==> src/rtl/core/glcc_pkg.sv <==
// Shared types and constants of the GPS lap line crossing counter.
package glcc_pkg;

	localparam int LAT_W    = 31;
	localparam int LON_W    = 32;
	localparam int HDG_W    = 16;
	localparam int SCALE_W  = 17;
	localparam int TRIG_W   = 16;
	localparam int TOL_W    = 16;
	localparam int LAPS_W   = 16;
	localparam int OUT_POS_W = 24;
	localparam int CFG_IDX_W = 3;
	localparam int CFG_DATA_W = 32;

	localparam int DLON_W   = LON_W + 1;
	localparam int DLAT_W   = LAT_W + 1;
	localparam int MUL_A_W  = 35;
	localparam int MUL_B_W  = 18;
	localparam int MUL_P_W  = MUL_A_W + MUL_B_W;
	localparam int SCALE_SH = 16;
	localparam int TRIG_SH  = 14;
	localparam int ROT_W    = MUL_P_W - TRIG_SH;

	localparam logic [HDG_W-1:0] HEADING_MOD = 16'd36000;
	localparam logic [HDG_W-1:0] HEADING_TOL = 16'd3000;

	localparam logic [CFG_IDX_W-1:0] CFG_HOME_LAT  = 3'd0;
	localparam logic [CFG_IDX_W-1:0] CFG_HOME_LON  = 3'd1;
	localparam logic [CFG_IDX_W-1:0] CFG_HOME_HDG  = 3'd2;
	localparam logic [CFG_IDX_W-1:0] CFG_X_SCALE   = 3'd3;
	localparam logic [CFG_IDX_W-1:0] CFG_Y_SCALE   = 3'd4;
	localparam logic [CFG_IDX_W-1:0] CFG_COS_HDG   = 3'd5;
	localparam logic [CFG_IDX_W-1:0] CFG_SIN_HDG   = 3'd6;
	localparam logic [CFG_IDX_W-1:0] CFG_POS_TOL   = 3'd7;

	localparam logic [SCALE_W-1:0] SCALE_RST = 17'd72945;
	localparam logic [TRIG_W-1:0]  COS_RST   = 16'd16384;
	localparam logic [TOL_W-1:0]   TOL_RST   = 16'd800;

	typedef enum logic [1:0] {
		MAC_NONE = 2'd0,
		MAC_LOAD = 2'd1,
		MAC_ADD  = 2'd2,
		MAC_SUB  = 2'd3
	} mac_op_t;

	typedef struct packed {
		logic [LAPS_W-1:0] lap_count;
		logic              lap_done;
		logic              near_home;
	} lap_res_t;

	function automatic logic [HDG_W-1:0] heading_mod(input logic [HDG_W-1:0] h);
		return (h >= HEADING_MOD) ? h - HEADING_MOD : h;
	endfunction

endpackage

==> src/rtl/core/glcc_if.sv <==
// Valid/ready channel interfaces for GPS fixes and lap results.
interface glcc_fix_if;
	logic                                  valid;
	logic                                  ready;
	logic signed [glcc_pkg::LAT_W-1:0]     latitude;
	logic signed [glcc_pkg::LON_W-1:0]     longitude;
	logic        [glcc_pkg::HDG_W-1:0]     course;

	modport source(output valid, latitude, longitude, course, input ready);
	modport sink(input valid, latitude, longitude, course, output ready);
endinterface

interface glcc_lap_if;
	logic                                  valid;
	logic                                  ready;
	logic        [glcc_pkg::LAPS_W-1:0]    lap_count;
	logic                                  lap_done;
	logic                                  near_home;
	logic signed [glcc_pkg::OUT_POS_W-1:0] local_x;
	logic signed [glcc_pkg::OUT_POS_W-1:0] local_y;

	modport source(output valid, lap_count, lap_done, near_home, local_x, local_y,
		input ready);
	modport sink(input valid, lap_count, lap_done, near_home, local_x, local_y,
		output ready);
endinterface

==> src/rtl/core/glcc_mac.sv <==
// Shared signed multiply-accumulate unit with registered product.
module glcc_mac (
	input  logic                                clk,
	input  logic                                arst_n,
	input  logic signed [glcc_pkg::MUL_A_W-1:0] a,
	input  logic signed [glcc_pkg::MUL_B_W-1:0] b,
	input  glcc_pkg::mac_op_t                   op,
	output logic signed [glcc_pkg::MUL_P_W-1:0] acc
);

	logic signed [glcc_pkg::MUL_P_W-1:0] prod_s1;
	glcc_pkg::mac_op_t                   op_s1;
	logic signed [glcc_pkg::MUL_P_W-1:0] acc_q;

	always_ff @(posedge clk) begin
		prod_s1 <= a * b;
	end

	always_ff @(posedge clk or negedge arst_n) begin
		if (!arst_n) begin
			op_s1 <= glcc_pkg::MAC_NONE;
		end else begin
			op_s1 <= op;
		end
	end

	always_ff @(posedge clk) begin
		unique case (op_s1)
			glcc_pkg::MAC_LOAD: acc_q <= prod_s1;
			glcc_pkg::MAC_ADD:  acc_q <= acc_q + prod_s1;
			glcc_pkg::MAC_SUB:  acc_q <= acc_q - prod_s1;
			default:            acc_q <= acc_q;
		endcase
	end

	assign acc = acc_q;

endmodule

==> src/rtl/core/glcc_lap.sv <==
// Lap detection: running x average, tolerance checks and lap counter.
module glcc_lap #(
	parameter int POS_WIDTH = 24
) (
	input  logic                              clk,
	input  logic                              arst_n,
	input  logic                              update,
	input  logic signed [POS_WIDTH-1:0]       x,
	input  logic signed [POS_WIDTH-1:0]       y,
	input  logic        [glcc_pkg::HDG_W-1:0] course_mod,
	input  logic        [glcc_pkg::HDG_W-1:0] home_heading,
	input  logic        [glcc_pkg::TOL_W-1:0] tol,
	output glcc_pkg::lap_res_t                res
);

	logic signed [POS_WIDTH-1:0]        avg_q;
	logic signed [POS_WIDTH-1:0]        last_q;
	logic        [glcc_pkg::LAPS_W-1:0] laps_q;

	logic signed [POS_WIDTH+2:0]        sum;
	logic signed [POS_WIDTH-1:0]        avg_new;
	logic signed [POS_WIDTH:0]          xe;
	logic signed [POS_WIDTH:0]          ye;
	logic        [POS_WIDTH:0]          ax;
	logic        [POS_WIDTH:0]          ay;
	logic        [POS_WIDTH:0]          tol_e;
	logic        [glcc_pkg::HDG_W-1:0]  hh;
	logic        [glcc_pkg::HDG_W-1:0]  hdiff;
	logic                               near;
	logic                               done;

	always_comb begin
		sum = (POS_WIDTH+3)'(avg_q) + (POS_WIDTH+3)'(last_q)
			+ ((POS_WIDTH+3)'(last_q) <<< 1);
		avg_new = sum[POS_WIDTH+1:2];
		xe = (POS_WIDTH+1)'(x);
		ye = (POS_WIDTH+1)'(y);
		ax = xe[POS_WIDTH] ? -xe : xe;
		ay = ye[POS_WIDTH] ? -ye : ye;
		tol_e = (POS_WIDTH+1)'(tol);
		hh = glcc_pkg::heading_mod(home_heading);
		hdiff = (course_mod >= hh) ? course_mod - hh : hh - course_mod;
		near = (ax <= tol_e) && (ay <= tol_e) && (hdiff <= glcc_pkg::HEADING_TOL);
		done = near && !x[POS_WIDTH-1] && (x != '0) && avg_new[POS_WIDTH-1];
		res.lap_count = laps_q + glcc_pkg::LAPS_W'(done);
		res.lap_done = done;
		res.near_home = near;
	end

	always_ff @(posedge clk or negedge arst_n) begin
		if (!arst_n) begin
			avg_q <= '0;
			last_q <= '0;
			laps_q <= '0;
		end else if (update) begin
			avg_q <= avg_new;
			last_q <= x;
			laps_q <= res.lap_count;
		end
	end

endmodule

==> src/rtl/core/gps_lap_line_crossing_counter.sv <==
// Top level of the GPS lap line crossing counter: registers, sequencer, output stage.
// Each fix steps through the sequencer from acceptance until its result is loaded
// into the output register; the input is ready again in the cycle after that, so
// a new fix is taken only once the previous one has left the sequencer. The steps
// are set by the single 35x18 signed multiplier with a registered product and an
// accumulator, used six times per fix: two scale products for the local
// plane, then four rotation products. A result held in the output register
// blocks the sequencer only at its last step. Configuration writes take effect
// at the next clock edge and must be made while no fix is in progress.
module gps_lap_line_crossing_counter #(
	parameter int POS_WIDTH = 24
) (
	input  logic                                  clk,
	input  logic                                  arst_n,
	glcc_fix_if.sink                              fix,
	glcc_lap_if.source                            lap,
	input  logic                                  cfg_wr_en,
	input  logic [glcc_pkg::CFG_IDX_W-1:0]        cfg_idx,
	input  logic [glcc_pkg::CFG_DATA_W-1:0]       cfg_wdata
);

	typedef enum logic [10:0] {
		ST_IDLE = 11'b000_0000_0001,
		ST_MX   = 11'b000_0000_0010,
		ST_MY   = 11'b000_0000_0100,
		ST_CAPX = 11'b000_0000_1000,
		ST_CAPY = 11'b000_0001_0000,
		ST_XC   = 11'b000_0010_0000,
		ST_YS   = 11'b000_0100_0000,
		ST_YC   = 11'b000_1000_0000,
		ST_XS   = 11'b001_0000_0000,
		ST_W2   = 11'b010_0000_0000,
		ST_FIN  = 11'b100_0000_0000
	} state_t;

	localparam int RW = glcc_pkg::ROT_W;
	localparam logic signed [RW-1:0] POS_MAX = (RW'(1) <<< (POS_WIDTH-1)) - RW'(1);
	localparam logic signed [RW-1:0] POS_MIN = -POS_MAX - RW'(1);

	state_t state_q;
	state_t state_d;

	logic signed [glcc_pkg::LAT_W-1:0]   home_lat_q;
	logic signed [glcc_pkg::LON_W-1:0]   home_lon_q;
	logic        [glcc_pkg::HDG_W-1:0]   home_hdg_q;
	logic        [glcc_pkg::SCALE_W-1:0] x_scale_q;
	logic        [glcc_pkg::SCALE_W-1:0] y_scale_q;
	logic signed [glcc_pkg::TRIG_W-1:0]  cos_q;
	logic signed [glcc_pkg::TRIG_W-1:0]  sin_q;
	logic        [glcc_pkg::TOL_W-1:0]   tol_q;

	logic signed [glcc_pkg::DLON_W-1:0]  dlon_q;
	logic signed [glcc_pkg::DLAT_W-1:0]  dlat_q;
	logic        [glcc_pkg::HDG_W-1:0]   crs_q;
	logic signed [glcc_pkg::MUL_A_W-1:0] x0_q;
	logic signed [glcc_pkg::MUL_A_W-1:0] y0_q;
	logic signed [POS_WIDTH-1:0]         xr_q;

	logic signed [glcc_pkg::MUL_A_W-1:0] mul_a;
	logic signed [glcc_pkg::MUL_B_W-1:0] mul_b;
	glcc_pkg::mac_op_t                   mac_op;
	logic signed [glcc_pkg::MUL_P_W-1:0] acc;

	logic signed [RW-1:0]                rot;
	logic signed [POS_WIDTH-1:0]         rot_sat;
	logic                                fix_acc;
	logic                                out_load;
	glcc_pkg::lap_res_t                  res;

	logic                                out_valid_q;
	glcc_pkg::lap_res_t                  res_q;
	logic signed [31:0]                  out_x_q;
	logic signed [31:0]                  out_y_q;

	assign fix.ready = (state_q == ST_IDLE);
	assign fix_acc = fix.valid && fix.ready;
	assign out_load = (state_q == ST_FIN) && (!out_valid_q || lap.ready);

	always_ff @(posedge clk or negedge arst_n) begin
		if (!arst_n) begin
			home_lat_q <= '0;
			home_lon_q <= '0;
			home_hdg_q <= '0;
			x_scale_q <= glcc_pkg::SCALE_RST;
			y_scale_q <= glcc_pkg::SCALE_RST;
			cos_q <= glcc_pkg::COS_RST;
			sin_q <= '0;
			tol_q <= glcc_pkg::TOL_RST;
		end else if (cfg_wr_en) begin
			unique case (cfg_idx)
				glcc_pkg::CFG_HOME_LAT: home_lat_q <= cfg_wdata[glcc_pkg::LAT_W-1:0];
				glcc_pkg::CFG_HOME_LON: home_lon_q <= cfg_wdata[glcc_pkg::LON_W-1:0];
				glcc_pkg::CFG_HOME_HDG: home_hdg_q <= cfg_wdata[glcc_pkg::HDG_W-1:0];
				glcc_pkg::CFG_X_SCALE:  x_scale_q <= cfg_wdata[glcc_pkg::SCALE_W-1:0];
				glcc_pkg::CFG_Y_SCALE:  y_scale_q <= cfg_wdata[glcc_pkg::SCALE_W-1:0];
				glcc_pkg::CFG_COS_HDG:  cos_q <= cfg_wdata[glcc_pkg::TRIG_W-1:0];
				glcc_pkg::CFG_SIN_HDG:  sin_q <= cfg_wdata[glcc_pkg::TRIG_W-1:0];
				glcc_pkg::CFG_POS_TOL:  tol_q <= cfg_wdata[glcc_pkg::TOL_W-1:0];
				default: ;
			endcase
		end
	end

	always_comb begin
		state_d = state_q;
		mul_a = '0;
		mul_b = '0;
		mac_op = glcc_pkg::MAC_NONE;
		unique case (state_q)
			ST_IDLE: if (fix_acc) state_d = ST_MX;
			ST_MX: begin
				mul_a = glcc_pkg::MUL_A_W'(dlon_q);
				mul_b = glcc_pkg::MUL_B_W'($signed({1'b0, x_scale_q}));
				mac_op = glcc_pkg::MAC_LOAD;
				state_d = ST_MY;
			end
			ST_MY: begin
				mul_a = glcc_pkg::MUL_A_W'(dlat_q);
				mul_b = glcc_pkg::MUL_B_W'($signed({1'b0, y_scale_q}));
				mac_op = glcc_pkg::MAC_LOAD;
				state_d = ST_CAPX;
			end
			ST_CAPX: state_d = ST_CAPY;
			ST_CAPY: state_d = ST_XC;
			ST_XC: begin
				mul_a = x0_q;
				mul_b = glcc_pkg::MUL_B_W'(cos_q);
				mac_op = glcc_pkg::MAC_LOAD;
				state_d = ST_YS;
			end
			ST_YS: begin
				mul_a = y0_q;
				mul_b = glcc_pkg::MUL_B_W'(sin_q);
				mac_op = glcc_pkg::MAC_ADD;
				state_d = ST_YC;
			end
			ST_YC: begin
				mul_a = y0_q;
				mul_b = glcc_pkg::MUL_B_W'(cos_q);
				mac_op = glcc_pkg::MAC_LOAD;
				state_d = ST_XS;
			end
			ST_XS: begin
				mul_a = x0_q;
				mul_b = glcc_pkg::MUL_B_W'(sin_q);
				mac_op = glcc_pkg::MAC_SUB;
				state_d = ST_W2;
			end
			ST_W2: state_d = ST_FIN;
			ST_FIN: if (out_load) state_d = ST_IDLE;
			default: state_d = ST_IDLE;
		endcase
	end

	always_ff @(posedge clk or negedge arst_n) begin
		if (!arst_n) begin
			state_q <= ST_IDLE;
		end else begin
			state_q <= state_d;
		end
	end

	glcc_mac u_mac (
		.clk    (clk),
		.arst_n (arst_n),
		.a      (mul_a),
		.b      (mul_b),
		.op     (mac_op),
		.acc    (acc)
	);

	always_comb begin
		rot = acc[glcc_pkg::MUL_P_W-1:glcc_pkg::TRIG_SH];
		if (rot > POS_MAX) begin
			rot_sat = POS_WIDTH'(POS_MAX);
		end else if (rot < POS_MIN) begin
			rot_sat = POS_WIDTH'(POS_MIN);
		end else begin
			rot_sat = POS_WIDTH'(rot);
		end
	end

	always_ff @(posedge clk) begin
		if (fix_acc) begin
			dlon_q <= glcc_pkg::DLON_W'(fix.longitude) - glcc_pkg::DLON_W'(home_lon_q);
			dlat_q <= glcc_pkg::DLAT_W'(fix.latitude) - glcc_pkg::DLAT_W'(home_lat_q);
			crs_q <= glcc_pkg::heading_mod(fix.course);
		end
		if (state_q == ST_CAPX) begin
			x0_q <= acc[glcc_pkg::SCALE_SH+glcc_pkg::MUL_A_W-1:glcc_pkg::SCALE_SH];
		end
		if (state_q == ST_CAPY) begin
			y0_q <= acc[glcc_pkg::SCALE_SH+glcc_pkg::MUL_A_W-1:glcc_pkg::SCALE_SH];
		end
		if (state_q == ST_XS) begin
			xr_q <= rot_sat;
		end
	end

	glcc_lap #(
		.POS_WIDTH (POS_WIDTH)
	) u_lap (
		.clk          (clk),
		.arst_n       (arst_n),
		.update       (out_load),
		.x            (xr_q),
		.y            (rot_sat),
		.course_mod   (crs_q),
		.home_heading (home_hdg_q),
		.tol          (tol_q),
		.res          (res)
	);

	always_ff @(posedge clk or negedge arst_n) begin
		if (!arst_n) begin
			out_valid_q <= 1'b0;
		end else if (out_load) begin
			out_valid_q <= 1'b1;
		end else if (lap.ready) begin
			out_valid_q <= 1'b0;
		end
	end

	always_ff @(posedge clk) begin
		if (out_load) begin
			res_q <= res;
			out_x_q <= 32'(xr_q);
			out_y_q <= 32'(rot_sat);
		end
	end

	assign lap.valid = out_valid_q;
	assign lap.lap_count = res_q.lap_count;
	assign lap.lap_done = res_q.lap_done;
	assign lap.near_home = res_q.near_home;
	assign lap.local_x = out_x_q[glcc_pkg::OUT_POS_W-1:0];
	assign lap.local_y = out_y_q[glcc_pkg::OUT_POS_W-1:0];

endmodule

==> src/flat_wrapper.sv <==
// flat-port wrapper written by rule: the top's interface ports become plain ports
module gps_lap_line_crossing_counter_flat 
#(
	parameter int POS_WIDTH = 24
)
  (clk, arst_n, cfg_wr_en, cfg_idx, cfg_wdata, fix_valid, fix_latitude, fix_longitude, fix_course, fix_ready, lap_valid, lap_lap_count, lap_lap_done, lap_near_home, lap_local_x, lap_local_y, lap_ready);
  glcc_fix_if fix_i ();
  glcc_lap_if lap_i ();
  input  logic clk;
  input  logic arst_n;
  input  logic cfg_wr_en;
  input  logic [glcc_pkg::CFG_IDX_W-1:0] cfg_idx;
  input  logic [glcc_pkg::CFG_DATA_W-1:0] cfg_wdata;
  input wire logic [$bits(fix_i.valid)-1:0] fix_valid;
  input wire logic [$bits(fix_i.latitude)-1:0] fix_latitude;
  input wire logic [$bits(fix_i.longitude)-1:0] fix_longitude;
  input wire logic [$bits(fix_i.course)-1:0] fix_course;
  output wire logic [$bits(fix_i.ready)-1:0] fix_ready;
  output wire logic [$bits(lap_i.valid)-1:0] lap_valid;
  output wire logic [$bits(lap_i.lap_count)-1:0] lap_lap_count;
  output wire logic [$bits(lap_i.lap_done)-1:0] lap_lap_done;
  output wire logic [$bits(lap_i.near_home)-1:0] lap_near_home;
  output wire logic [$bits(lap_i.local_x)-1:0] lap_local_x;
  output wire logic [$bits(lap_i.local_y)-1:0] lap_local_y;
  input wire logic [$bits(lap_i.ready)-1:0] lap_ready;
  assign fix_i.valid = fix_valid;
  assign fix_i.latitude = fix_latitude;
  assign fix_i.longitude = fix_longitude;
  assign fix_i.course = fix_course;
  assign fix_ready = fix_i.ready;
  assign lap_valid = lap_i.valid;
  assign lap_lap_count = lap_i.lap_count;
  assign lap_lap_done = lap_i.lap_done;
  assign lap_near_home = lap_i.near_home;
  assign lap_local_x = lap_i.local_x;
  assign lap_local_y = lap_i.local_y;
  assign lap_i.ready = lap_ready;
  gps_lap_line_crossing_counter #(.POS_WIDTH(POS_WIDTH)) u_core (.clk(clk), .arst_n(arst_n), .fix(fix_i), .lap(lap_i), .cfg_wr_en(cfg_wr_en), .cfg_idx(cfg_idx), .cfg_wdata(cfg_wdata));
endmodule
==> config.mk <==
export PLATFORM = sky130hd
export DESIGN_NAME = gps_lap_line_crossing_counter_flat
export DESIGN_NICKNAME = d
export VERILOG_FILES = /design/src/rtl/core/glcc_pkg.sv /design/src/rtl/core/glcc_if.sv /design/src/rtl/core/glcc_mac.sv /design/src/rtl/core/glcc_lap.sv /design/src/rtl/core/gps_lap_line_crossing_counter.sv /design/src/flat_wrapper.sv
export SDC_FILE = /design/constraint.sdc
export NUM_CORES = 2
export LEC_CHECK = 0
export ABC_AREA = 1
export BUFFER_PORTS_ARGS = -buffer_cell sky130_fd_sc_hd__buf_4
export CAP_MARGIN = 20
export CORE_ASPECT_RATIO = 0.5
export CORE_MARGIN = 5
export CORE_UTILIZATION = 45
export DETAILED_ROUTE_END_ITERATION = 16
export GPL_ROUTABILITY_DRIVEN = 0
export HOLD_SLACK_MARGIN = 0.05
export PLACE_DENSITY = 0.64
export SETUP_SLACK_MARGIN = 0.05
export SYNTH_ARGS = -nofsm -noshare
export SYNTH_HDL_FRONTEND = slang
export SYNTH_SLANG_ARGS = --single-unit
==> constraint.sdc <==
create_clock -name clk -period 19.3 [get_ports clk]
set_input_delay 0.965 -clock clk [delete_from_list [all_inputs] [get_ports clk]]
set_output_delay 0.965 -clock clk [all_outputs]
set_load 0.05 [all_outputs]
==> flow_summary.yaml <==
global_route:
  grt_pass1_wl_mm: 260
  grt.met2_usage: 0.393
  grt_max_degree: 150
  overflow: 0
  gr-usage-met3: 0.0408
  grt_util_all_layers: 0.242
  met1_usage: 0.332
  grt.busiest_layer: "met2"
  grt_pass1_vias: 46200
  antenna_found_initial: 2
setup_path:
  arrival_ps: 9760
  setup.worst_path.end: "u_core.u_mac.prod_s1[49]$_DFF_P_"
  max_stage_delay_ps: 540
  cpMaxStageDelayCell: "fa_1"
  r2r_cells: 34
  r2r-end: "u_core.u_mac.prod_s1[49]$_DFF_P_"
  cp-startpoint: "u_core.state_q[6]$_DFFE_PN0P_"
  worstSetupStartpointType: "register"
  cp.required_ps: 19850
  worst-setup-path-type: "reg -> reg"
  cpMostUsedCell: "fa_1"
  r2r-start: "u_core.state_q[6]$_DFFE_PN0P_"
  ff2ff_setup_slack_ps: 10090
  crit_path_end_kind: "register"
  worstPathMaxFanout: 30
sta:
  maxSlewHeadroom: 0.330
  hold_violations: 0
  fin_ws_ps: 10090
  fin_crit_sh: 0.477
  final-max-slew-violation-count: 0
  worstMarginPinSlew_ps: 1000
  rsz0062_at_grt: "false"
  fmax_mhz: 109
  min_period_ps: 9210
  whs_ps: 315
  setup_violations: 0
  tns_ps: 0
  skew_ps: 89.3
synthesis:
  syn_area_per_cell_um2: 8.23
  synth_ff_type: "edfxtp_1"
  synth_largest_type_area_fraction: 0.219
  synth_area_leaders: "fa_1 (22%), edfxtp_1 (15%), nand2_1 (10%), inv_1 (9.9%), dfrtp_1 (9.4%)"
  post_synth_inst_count: 6964
  ys_ff_latch: 586
  synth_warnings: 0
  synth_top_area_cell: "fa_1"
  yosysUniqueCellTypes: 60
  synth_edf_count: 294
  async_flop_share: 0.408
  syn-num-nets: 8046
  yosysSeqAreaShare: 0.277
  syn_area_um2: 57300
job:
  maxCapViolations: 0
status:
  status: "complete, no violations"
detailed_routing:
  antenna_left: 0
  drc: 0
  wire_per_inst_um: 18.3
  wirelength_mm: 162
  initialDrtViolationCount: 3932
  via_per_inst: 5.18
  vias: 45700
  firstDrtPassIters: 6
die:
  pin_count: 187
  start_util: 0.454
  die_x_um: 515
  fp.dieArea_um2: 135000
  core_um2: 126000
  die_h_um: 262
  rows: 92
clock_network:
  cts.clk_slew.worst_paths_ps: 70
  cts_tree: "yes"
  tritoncts.num_buffers: 59
  holdBufCountCts: 0
  clock-sinks: 586
  cts_buffer_depth: 3
  postCtsSetupBuffers: 0
  ctsResizeCount: 0
  ctsRootBufferMaster: "clkbuf_16"
  clk_latency_ps: 710
  htree_levels: 2
power_and_ir_drop:
  p_total_w: 0.00797
  ir_drop_mv: 0.184
  p_leak_nw: 31.4
  power-per-cell-area_nw_per_um2: 127
placed_design:
  dp_slack_ps: 10360
  port-buffer-count: 186
  dpl_cell_area_um2: 60400
  dp_hpwl_mm: 130
worst_hold_path:
  hp-class: "in -> async"
cells_and_area:
  area_delta_synth_final_pct: 9.12
  drive_above_1_share: 0.0703
  finalNetCount: 8167
  stdcell_area_um2: 62600
==> placed cells by master, fill, tap and decap left out, drive strengths merged, types with 5 or more instances in the layout <==
cell type  instances
a221oi            45
nand4             44
bufinv             7
and2               5
a22o              18
dfstp             23
or2               31
inv             1562
o211ai            18
fa               628
o21ai            457
nor4              28
nor2             524
nand3b             8
o22ai             25
a21o              18
o221ai             5
clkbuf            67
dfxtp             53
nor3              65
a21oi            286
a31oi             22
a21boi             8
dfrtp            216
nand2           1587
clkinv            30
buf              240
xnor2             72
xor2             192
o21a              16
o21bai            16
o31ai              6
a211oi             8
ha               335
edfxtp           294
nand3            164
==> layout make-up <==
cell class | count | area (µm²)
Tap cell | 1692 | 2120
Antenna cell | 1 | 2.50
Timing Repair Buffer | 240 | 1860
Multi-Input combinational cell | 4642 | 34800
Clock inverter | 45 | 522
Clock buffer | 67 | 1560
Fill cell | 12100 | 63700
Sequential cell | 586 | 15900
Inverter | 1556 | 5840
==> kinds of logic (layout without fill, tap and decap cells) <==
kind of cell	count (synthesis)	count (layout)	share of synthesized area
AND/OR/NAND/NOR	2457	2457	0.173
buffers and inverters	1736	1908	0.118
other	0	1	0
XOR/XNOR	264	264	0.0403
AO/OA/AOI/OAI	957	957	0.0996
adder cells (fa/ha/maj)	963	963	0.292
multiplexers	1	1	0.000175
flip-flops	586	586	0.277
==> Yosys cell counts (all sizes together), types with 18 or more instances <==
cell / n
nor3: 65
nor4: 28
a21oi: 286
buf: 102
inv: 1554
xor2: 192
nor2: 524
edfxtp: 294
o22ai: 25
dfrtp: 216
o21ai: 457
dfxtp: 53
clkbuf: 78
nand3: 164
dfstp: 23
a221oi: 45
ha: 335
nand4: 44
a21o: 18
fa: 628
xnor2: 72
nand2: 1587
a31oi: 22
or2: 31
a22o: 18
o211ai: 18
==> registers in the layout, indices dropped and copies added, names as in the netlist, 24 cells and up <==
| signal | count |
|---|---|
| u_core.home_lon_q | 32 |
| u_core.u_mac.acc | 53 |
| u_core.u_lap.last_q | 24 |
| u_core.x0_q | 35 |
| u_core.u_mac.prod_s1 | 53 |
| u_core.out_y_q | 24 |
| u_core.xr_q | 24 |
| u_core.u_lap.avg_q | 24 |
| u_core.y0_q | 35 |
| u_core.dlat_q | 32 |
| u_core.home_lat_q | 31 |
| u_core.dlon_q | 33 |
| u_core.out_x_q | 24 |
==> stage by stage <==
step | utilization | cells
after floorplan | - | 6964
after global placement | 0.478 | 8711
after detailed placement | 0.478 | 8713
after CTS | 0.495 | 8825
after global routing | 0.495 | 8828
final | 0.496 | 8829
==> critical path: cells and delay by family, from the launching register on <==
| kind | cells | cell delay [ps] |
|---|---|---|
| buffers and inverters | 9 | 1380 |
| AOI/OAI and AO/OA | 4 | 1260 |
| and+or+nand+nor | 13 | 2290 |
| xor gates and xnor gates | 1 | 170 |
| adders and majority gates | 7 | 3510 |
| DFF | 1 | 400 |
==> power by group <==
part	total (W)	leakage, nW	internal (W)	switching [W]
Sequential	0.00174	6.07	0.00157	0.000171
Combinational	0.00500	24.3	0.00171	0.00329
Clock	0.00123	1.02	0.000684	0.000542
Total	0.00797	31.4	0.00396	0.00401
==> how the worst min path moves through the flow <==
stage | depth (start not counted) | slack, ps | to | start
6_report | 1 | 320 | u_core.home_lon_q[21]$_DFFE_PN0P_ | arst_n
5_1_grt | 1 | 360 | u_core.home_lon_q[20]$_DFFE_PN0P_ | arst_n
4_1_cts | 1 | 280 | u_core.home_lat_q[6]$_DFFE_PN0P_ | arst_n
3_5_place_dp | 2 | 470 | u_core.home_lon_q[19]$_DFFE_PN0P_ | u_core.home_lon_q[19]$_DFFE_PN0P_
3_3_place_gp | 2 | 460 | u_core.u_lap.laps_q[0]$_DFFE_PN0P_ | u_core.u_lap.laps_q[0]$_DFFE_PN0P_
2_1_floorplan | 0 | 420 | u_core.out_x_q[23]$_DFFE_PP_ | u_core.xr_q[23]$_DFFE_PP_
==> metal layers <==
layer,share of wire,wire [µm],up-vias
met5,0.000049,8,-
met3,0.073,11900,281
li1,-,-,21800
met2,0.46,74100,1548
met1,0.44,70500,22100
met4,0.034,5460,2
Power figures use the tool's default switching activity.
